File: src/hdl/clnw_pkg.sv
// Shared types and constants for the character LCD nibble writer.
`default_nettype none
package clnw_pkg;

  // input modes
  localparam logic [1:0] MODE_CMD    = 2'd0;
  localparam logic [1:0] MODE_DATA   = 2'd1;
  localparam logic [1:0] MODE_NUMBER = 2'd2;
  localparam logic [1:0] MODE_BLANKS = 2'd3;

  // configuration register indexes
  localparam int unsigned CFG_IDX_W = 8;
  localparam logic [CFG_IDX_W-1:0] REG_ENABLE_HIGH = 8'd0;
  localparam logic [CFG_IDX_W-1:0] REG_ENABLE_LOW  = 8'd1;

  localparam logic [7:0] ENABLE_HIGH_RST = 8'd5;
  localparam logic [7:0] ENABLE_LOW_RST  = 8'd10;

  localparam logic [7:0] ASCII_ZERO  = 8'd48;
  localparam logic [7:0] ASCII_SPACE = 8'd32;

  // floor(v / 10) == (v * RECIP_10) >> RECIP_SHIFT for any 32-bit v
  localparam logic [31:0] RECIP_10    = 32'hCCCC_CCCD;
  localparam int unsigned RECIP_SHIFT = 35;

  localparam int unsigned IN_DATA_W  = 32;
  localparam int unsigned OUT_DATA_W = 8;

  // controller -> datapath
  typedef struct packed {
    logic load;       // capture the request
    logic conv_mul;   // divide-by-ten product
    logic conv_rem;   // store one digit, keep quotient
    logic pace_load;  // start strobe timer
    logic pace_run;   // timer counts
    logic advance;    // strobe taken, step to next nibble
  } clnw_cmd_t;

  // datapath -> controller
  typedef struct packed {
    logic item_empty;   // request gives no strobes
    logic item_number;  // request needs decimal conversion
    logic conv_last;    // current digit is the last one
    logic pace_done;    // strobe timer expired
    logic strobe_last;  // strobe on the bus ends the request
  } clnw_sts_t;

endpackage
`default_nettype wire

File: src/hdl/clnw_ctrl.sv
// Sequencer for the nibble writer: request intake, conversion steps, pacing, output.
`default_nettype none
module clnw_ctrl (
  input  wire                clk,
  input  wire                rst,
  input  wire                s_tvalid,
  output logic               s_tready,
  output logic               m_tvalid,
  input  wire                m_tready,
  input  clnw_pkg::clnw_sts_t sts,
  output clnw_pkg::clnw_cmd_t cmd
);
  import clnw_pkg::*;

  localparam logic [2:0] ST_IDLE = 3'd0;
  localparam logic [2:0] ST_MUL  = 3'd1;
  localparam logic [2:0] ST_REM  = 3'd2;
  localparam logic [2:0] ST_PACE = 3'd3;
  localparam logic [2:0] ST_SEND = 3'd4;

  logic [2:0] state, state_next;

  assign s_tready = (state == ST_IDLE);
  assign m_tvalid = (state == ST_SEND);

  always_comb begin
    state_next = state;
    cmd        = '0;
    case (state)
      ST_IDLE: begin
        if (s_tvalid) begin
          cmd.load = 1'b1;
          if (sts.item_empty) begin
            state_next = ST_IDLE;
          end else if (sts.item_number) begin
            state_next = ST_MUL;
          end else begin
            cmd.pace_load = 1'b1;
            state_next    = ST_PACE;
          end
        end
      end
      ST_MUL: begin
        cmd.conv_mul = 1'b1;
        state_next   = ST_REM;
      end
      ST_REM: begin
        cmd.conv_rem = 1'b1;
        if (sts.conv_last) begin
          cmd.pace_load = 1'b1;
          state_next    = ST_PACE;
        end else begin
          state_next = ST_MUL;
        end
      end
      ST_PACE: begin
        cmd.pace_run = 1'b1;
        if (sts.pace_done) state_next = ST_SEND;
      end
      ST_SEND: begin
        if (m_tready) begin
          cmd.advance = 1'b1;
          if (sts.strobe_last) begin
            state_next = ST_IDLE;
          end else begin
            cmd.pace_load = 1'b1;
            state_next    = ST_PACE;
          end
        end
      end
      default: state_next = ST_IDLE;
    endcase
  end

  always_ff @(posedge clk) begin
    if (rst) state <= ST_IDLE;
    else     state <= state_next;
  end

endmodule
`default_nettype wire

File: src/hdl/clnw_datapath.sv
// Datapath: request registers, divide-by-ten digit unit, digit store, strobe timer.
`default_nettype none
module clnw_datapath #(
  parameter int unsigned MAX_DIGITS  = 10,
  parameter int unsigned MAX_BLANKS  = 32,
  parameter int unsigned CLKS_PER_MS = 1
) (
  input  wire                 clk,
  input  wire                 rst,
  input  wire  [1:0]          in_mode,
  input  wire  [31:0]         in_value,
  input  wire  [7:0]          enable_high_ms,
  input  wire  [7:0]          enable_low_ms,
  input  clnw_pkg::clnw_cmd_t cmd,
  output clnw_pkg::clnw_sts_t sts,
  output logic                reg_select,
  output logic [3:0]          nibble,
  output logic                last
);
  import clnw_pkg::*;

  localparam int unsigned MAX_BYTES = (MAX_BLANKS > MAX_DIGITS) ? MAX_BLANKS : MAX_DIGITS;
  localparam int unsigned RB_W  = $clog2(MAX_BYTES + 1);
  localparam int unsigned CNT_W = $clog2(MAX_DIGITS + 1);
  localparam int unsigned IDX_W = (MAX_DIGITS > 1) ? $clog2(MAX_DIGITS) : 1;
  localparam int unsigned PRE_W = (CLKS_PER_MS > 1) ? $clog2(CLKS_PER_MS) : 1;
  localparam int unsigned Q_W   = 32 - 3;

  logic [1:0]       mode_q;
  logic [31:0]      val_q;
  logic [Q_W-1:0]   quot_q;
  logic [3:0]       dig_buf [MAX_DIGITS];
  logic [CNT_W-1:0] dig_cnt;
  logic [RB_W-1:0]  rem_bytes;
  logic             nib_hi;
  logic [8:0]       pace_ms;
  logic [PRE_W-1:0] pre_cnt;

  logic [63:0]      prod;
  logic [3:0]       q10_lo;
  logic [3:0]       digit;
  logic [RB_W-1:0]  rd_pos;
  logic [RB_W-1:0]  blank_cnt;
  logic [7:0]       byte_val;

  assign prod   = {32'd0, val_q} * {32'd0, RECIP_10};
  assign q10_lo = {quot_q[0], 3'b000} + {quot_q[2:0], 1'b0};
  assign digit  = val_q[3:0] - q10_lo;
  assign rd_pos = rem_bytes - RB_W'(1);

  assign blank_cnt = (in_value > 32'(MAX_BLANKS)) ? RB_W'(MAX_BLANKS) : in_value[RB_W-1:0];

  always_comb begin
    sts.item_empty  = (in_mode[1] && in_value[31]) ||
                      ((in_mode == MODE_BLANKS) && (in_value == 32'd0));
    sts.item_number = (in_mode == MODE_NUMBER);
    sts.conv_last   = (quot_q == '0) || (dig_cnt == CNT_W'(MAX_DIGITS - 1));
    sts.pace_done   = (pace_ms == 9'd0);
    sts.strobe_last = !nib_hi && (rem_bytes == RB_W'(1));
  end

  always_comb begin
    case (mode_q)
      MODE_CMD:    byte_val = val_q[7:0];
      MODE_DATA:   byte_val = val_q[7:0];
      MODE_NUMBER: byte_val = ASCII_ZERO + {4'd0, dig_buf[rd_pos[IDX_W-1:0]]};
      default:     byte_val = ASCII_SPACE;
    endcase
  end

  assign reg_select = (mode_q != MODE_CMD);
  assign nibble     = nib_hi ? byte_val[7:4] : byte_val[3:0];
  assign last       = sts.strobe_last;

  // request payload and conversion
  always_ff @(posedge clk) begin
    if (cmd.load) begin
      mode_q <= in_mode;
      val_q  <= in_value;
      nib_hi <= 1'b1;
      case (in_mode)
        MODE_CMD:    rem_bytes <= RB_W'(1);
        MODE_DATA:   rem_bytes <= RB_W'(1);
        MODE_NUMBER: rem_bytes <= '0;
        default:     rem_bytes <= blank_cnt;
      endcase
    end else if (cmd.conv_mul) begin
      quot_q <= prod[RECIP_SHIFT +: Q_W];
    end else if (cmd.conv_rem) begin
      dig_buf[dig_cnt[IDX_W-1:0]] <= digit;
      val_q <= {3'b000, quot_q};
      if (sts.conv_last) rem_bytes <= RB_W'(dig_cnt) + RB_W'(1);
    end else if (cmd.advance) begin
      nib_hi <= !nib_hi;
      if (!nib_hi) rem_bytes <= rem_bytes - RB_W'(1);
    end
  end

  // digit count is architectural state with a reset value
  always_ff @(posedge clk) begin
    if (rst) begin
      dig_cnt <= '0;
    end else if (cmd.load && (in_mode == MODE_NUMBER) && !in_value[31]) begin
      dig_cnt <= '0;
    end else if (cmd.conv_rem) begin
      dig_cnt <= dig_cnt + CNT_W'(1);
    end
  end

  // strobe timer: enable high plus enable low, in ms ticks
  always_ff @(posedge clk) begin
    if (rst) begin
      pace_ms <= '0;
      pre_cnt <= '0;
    end else if (cmd.pace_load) begin
      pace_ms <= {1'b0, enable_high_ms} + {1'b0, enable_low_ms};
      pre_cnt <= '0;
    end else if (cmd.pace_run && (pace_ms != 9'd0)) begin
      if (pre_cnt == PRE_W'(CLKS_PER_MS - 1)) begin
        pre_cnt <= '0;
        pace_ms <= pace_ms - 9'd1;
      end else begin
        pre_cnt <= pre_cnt + PRE_W'(1);
      end
    end
  end

endmodule
`default_nettype wire

File: src/hdl/char_lcd_nibble_writer_unit.sv
// Top level of the character LCD 4-bit nibble writer.
// A byte request waits on the strobe timer (enable high plus enable low) before its first
// strobe; number requests first run a multiply and a remainder step per digit in the divider.
// Each strobe is paced by the timer and held until the sink takes it; one request in
// flight, up to 64 strobes, and a new request is accepted only after the final strobe.
// Reset (rst, synchronous): idle, timing registers 5 ms / 10 ms, digit count zero.
`default_nettype none
module char_lcd_nibble_writer_unit #(
  parameter int unsigned MAX_DIGITS  = 10,
  parameter int unsigned MAX_BLANKS  = 32,
  parameter int unsigned CLKS_PER_MS = 1
) (
  input  wire         clk,
  input  wire         rst,
  // request stream
  input  wire         s_tvalid,
  output logic        s_tready,
  input  wire  [clnw_pkg::IN_DATA_W-1:0] s_tdata,   // [31:0] value
  input  wire  [1:0]  s_tuser,                      // [1:0] mode
  // strobe stream
  output logic        m_tvalid,
  input  wire         m_tready,
  output logic [clnw_pkg::OUT_DATA_W-1:0] m_tdata,  // [3:0] nibble, rest zero
  output logic        m_tuser,                      // [0] reg_select
  output logic        m_tlast,                      // final strobe of the request
  // configuration write channel
  input  wire         cfg_valid,
  output logic        cfg_ready,
  input  wire  [clnw_pkg::CFG_IDX_W-1:0] cfg_index,
  input  wire  [7:0]  cfg_data
);
  import clnw_pkg::*;

  logic [7:0] enable_high_ms;
  logic [7:0] enable_low_ms;
  clnw_cmd_t  cmd;
  clnw_sts_t  sts;
  logic       reg_select;
  logic [3:0] nibble;

  // config is always accepted; unknown indexes are dropped
  assign cfg_ready = 1'b1;

  always_ff @(posedge clk) begin
    if (rst) begin
      enable_high_ms <= ENABLE_HIGH_RST;
      enable_low_ms  <= ENABLE_LOW_RST;
    end else if (cfg_valid) begin
      case (cfg_index)
        REG_ENABLE_HIGH: enable_high_ms <= cfg_data;
        REG_ENABLE_LOW:  enable_low_ms  <= cfg_data;
        default: ;
      endcase
    end
  end

  clnw_ctrl u_ctrl (
    .clk      (clk),
    .rst      (rst),
    .s_tvalid (s_tvalid),
    .s_tready (s_tready),
    .m_tvalid (m_tvalid),
    .m_tready (m_tready),
    .sts      (sts),
    .cmd      (cmd)
  );

  clnw_datapath #(
    .MAX_DIGITS  (MAX_DIGITS),
    .MAX_BLANKS  (MAX_BLANKS),
    .CLKS_PER_MS (CLKS_PER_MS)
  ) u_datapath (
    .clk            (clk),
    .rst            (rst),
    .in_mode        (s_tuser),
    .in_value       (s_tdata),
    .enable_high_ms (enable_high_ms),
    .enable_low_ms  (enable_low_ms),
    .cmd            (cmd),
    .sts            (sts),
    .reg_select     (reg_select),
    .nibble         (nibble),
    .last           (m_tlast)
  );

  // strobe fields come straight from datapath registers, stable while waiting
  assign m_tdata = {4'b0000, nibble};
  assign m_tuser = reg_select;

endmodule
`default_nettype wire

File: config.mk
export PLATFORM = sky130hd
export DESIGN_NAME = char_lcd_nibble_writer_unit
export DESIGN_NICKNAME = d
export VERILOG_FILES = /design/src/hdl/clnw_pkg.sv /design/src/hdl/clnw_ctrl.sv /design/src/hdl/clnw_datapath.sv /design/src/hdl/char_lcd_nibble_writer_unit.sv
export SDC_FILE = /design/constraint.sdc
export NUM_CORES = 1
export LEC_CHECK = 0
export BUFFER_PORTS_ARGS = -buffer_cell sky130_fd_sc_hd__buf_2
export CAP_MARGIN = 5
export CORE_AREA = 2 2 219 221
export CTS_CLUSTER_DIAMETER = 40
export DETAILED_ROUTE_END_ITERATION = 10
export DIE_AREA = 0 0 221 223
export MAX_ROUTING_LAYER = met4
export PLACE_DENSITY = 0.75
export SYNTH_ARGS = -nofsm -noshare
export SYNTH_HDL_FRONTEND = slang
export SYNTH_SLANG_ARGS = --single-unit
File: constraint.sdc
create_clock -name clk -period 8.1 [get_ports clk]
set_input_delay 1.62 -clock clk [delete_from_list [all_inputs] [get_ports clk]]
set_output_delay 1.62 -clock clk [all_outputs]
set_load 0.02 [all_outputs]
==> results_dict.tcl <==
set metrics [dict create \
    num_antenna_cells 0 \
    hold_viol 0 \
    start_util_pct 49.2 \
    cts_tree "built" \
    min_period_ps 7870 \
    clkTransAtPathRegs_ps 70 \
    path_max_fanout 9 \
    setup_viol 0 \
    synth-compound-area-share_pct 6.70 \
    tns_ps 0 \
    clock_latency_ps 450 \
    detail_route.vias_per_cell 5.64 \
    syn_area_sq_um 23200 \
    synth_ff_type "edfxtp_1" \
    numCtsBuffers 17 \
    nNetsFinal 3127 \
    drt_iter0_markers 1664 \
    grt_max_degree 40 \
    postSynthAreaPerCell_sq_um 10.3 \
    crit_path_end_kind "flip-flop" \
    synthArstFlopShare_pct 0 \
    ys_seq_area_share_pct 17.0 \
    cp-start-kind "flip-flop" \
    path_class "flip-flop to flip-flop" \
    cts_buffer_depth 2 \
    root_buffer "clkbuf_16" \
    required_ps 8290 \
    via_count 16600 \
    drtAntennaViolNets 0 \
    dr.pass1.iters 6 \
    synth_seq_cells 142 \
    synth-xor-area-share_pct 3.78 \
    max_clock_freq_ghz 0.127 \
    fillCellCount 4070 \
    cap_viol_max_count 0 \
    remaining_drc_errors 0 \
    maxSlewHeadroom_pct 29.8 \
    gp_congestion 1.02 \
    arrival_ps 8060 \
    period_share_pct 97.2 \
    die_x_um 221 \
    report.final.slew_viol_count 0 \
    muxShareOfSynthArea_pct 1.82 \
    grtUsageTotal_pct 29.8 \
    grt_pass1_vias 18100 \
    synthAdderAreaFrac_pct 53.2 \
    syn2layout_area_growth_pct 7.34 \
    die_height_um 223 \
    overflow 0 \
    ios 68 \
    synth_simple_gate_area_share_pct 7.73 \
    run_status "complete, no violations" \
    port_buffers 62 \
    hold_path_class "flip-flop to flip-flop" \
    rsz0062_at_grt "no" \
    drive_gt1_share_pct 6.05 \
    cts_max_level 4 \
    fin_skew_ps 19.1 \
    die_area_sq_um 49300 \
    synthDistinctLibCells 67 \
    wl_um 68400 \
    routedWlPerCell_um 23.2 \
    synth_top_family_by_area "adder cells" \
    grt_first_pass_wirelength_um 108000 \
    dp_hpwl_um 59400 \
    yosysWarnings 0 \
    num_rows 80 \
    tightest_slew_ps 1050 \
    syn_inst 2254 \
    antenna_found_initial 2 \
    synth_edf_count 109 \
    core_sq_um 47100 \
    cts_hold_buf 0 \
    clock_sinks 142 \
]
[state kept, by name, summed over array words and instances, names as in the netlist]
name,cells
enable_high_ms,8
u_datapath.mode_q,2
u_datapath.val_q,32
u_ctrl.state,3
u_datapath.nib_hi,1
u_datapath.dig_cnt,4
enable_low_ms,8
u_datapath.quot_q,29
u_datapath.dig_buf,40
u_datapath.rem_bytes,6
u_datapath.pace_ms,9
[cell usage after synthesis, drive strengths merged (3+ instances only)]
| cell | number | area, sq um |
|---|---|---|
| o21bai | 5 | 37.5 |
| xor2 | 52 | 455 |
| fa | 387 | 7750 |
| or3 | 5 | 31.3 |
| xnor2 | 48 | 420 |
| dfxtp | 33 | 661 |
| buf | 10 | 60.1 |
| inv | 559 | 2100 |
| and3 | 10 | 62.6 |
| or2 | 6 | 37.5 |
| o41ai | 3 | 33.8 |
| nand3 | 21 | 105 |
| o22ai | 8 | 50.1 |
| edfxtp | 109 | 3270 |
| o21ai | 40 | 200 |
| a21o | 32 | 240 |
| mux2i | 23 | 230 |
| a21boi | 3 | 22.5 |
| nand2 | 169 | 634 |
| a211oi | 25 | 193 |
| a21oi | 69 | 345 |
| mux4 | 8 | 180 |
| nor2 | 66 | 248 |
| nand2b | 4 | 25.0 |
| a22oi | 4 | 30.0 |
| nand4 | 18 | 119 |
| nor4 | 20 | 125 |
| nor2b | 11 | 68.8 |
| and2 | 19 | 119 |
| o211ai | 9 | 67.6 |
| o21a | 5 | 37.5 |
| nor3 | 26 | 135 |
| a221oi | 4 | 35.0 |
| a31oi | 9 | 56.3 |
| o31ai | 4 | 35.0 |
| clkbuf | 32 | 121 |
| ha | 366 | 4580 |
[layer usage]
| layer | wire length (um) | GRT usage (%) |
|---|---|---|
| met1 | 28300 | 39.0 |
| met2 | 32900 | 48.1 |
| met3 | 5350 | 5.19 |
| met4 | 1900 | 7.97 |
| met5 | 0 | - |
[critical path, cell delays in order (launching register included)]
cell	delay (ps)
edfxtp_1	650
ha_1	610
xor2_1	210
ha_1	300
or2_2	320
fa_1	600
fa_1	490
fa_1	450
fa_1	460
fa_1	530
inv_1	50
fa_1	480
inv_1	50
ha_1	440
nand4_2	190
or2_2	340
nor4_1	280
o21a_1	300
a211oi_1	170
o41ai_2	400
a21oi_1	140
xnor2_1	150
[layout by cell type (no fill, tap or decap), drive strengths merged, types with 21 or more instances in the layout]
cell    instances
dfxtp          33
a211oi         25
fa            387
nor3           26
nor2           66
nand2         169
a21oi          69
o21ai          40
mux2i          23
buf            85
edfxtp        109
ha            366
nand3          21
xnor2          48
xor2           52
inv           569
a21o           32
[stage by stage]
step	std cells	worst slack, ps	cell area (sq um)	utilization [%]	hold WS [ps]
after CTS	2945	261	24900	52.8	491
after detailed placement	2913	340	24300	51.5	474
after floorplan	2257	1330	23200	-	449
after global placement	2913	301	24300	51.5	465
final	2947	227	24900	52.8	493
after global routing	2947	11.8	24900	52.8	515
[cells by family after synthesis]
group / Yosys count
compound gates: 239
buf+inv: 601
mux: 32
flops: 142
other cells: 2
xor+xnor: 100
simple gates: 385
fa+ha+maj: 753
[timing repair]
item / CTS / global route
buffers inserted: 0 / 2
gates resized for setup: 0 / 1
endpoints found under the setup margin: 0 / 1
[cell type report]
cell class	instances	area [sq um]	share of cell area, %
Inverter	559	2100	8.43
Multi-Input combinational cell	1514	17000	68.3
Clock buffer	17	425	1.71
Tap cell	615	769	3.09
Sequential cell	142	3930	15.8
Timing Repair Buffer	85	483	1.94
Clock inverter	15	186	0.749
[final timing paths]
| path | endpoint | cells after the start | slack, ps | from |
|---|---|---|---|---|
| worst max-delay path | u_datapath.quot_q[23] | 21 | 230 | u_datapath.val_q[1] |
| worst min-delay path | enable_high_ms[0] | 2 | 490 | enable_high_ms[0] |
| worst max register to register | u_datapath.quot_q[23] | 21 | 230 | u_datapath.val_q[1] |
| worst min register to register | enable_high_ms[0] | 2 | 490 | enable_high_ms[0] |
Power is not shown: default switching activity piles up to over one toggle a cycle in this logic, so the estimate is an artifact.
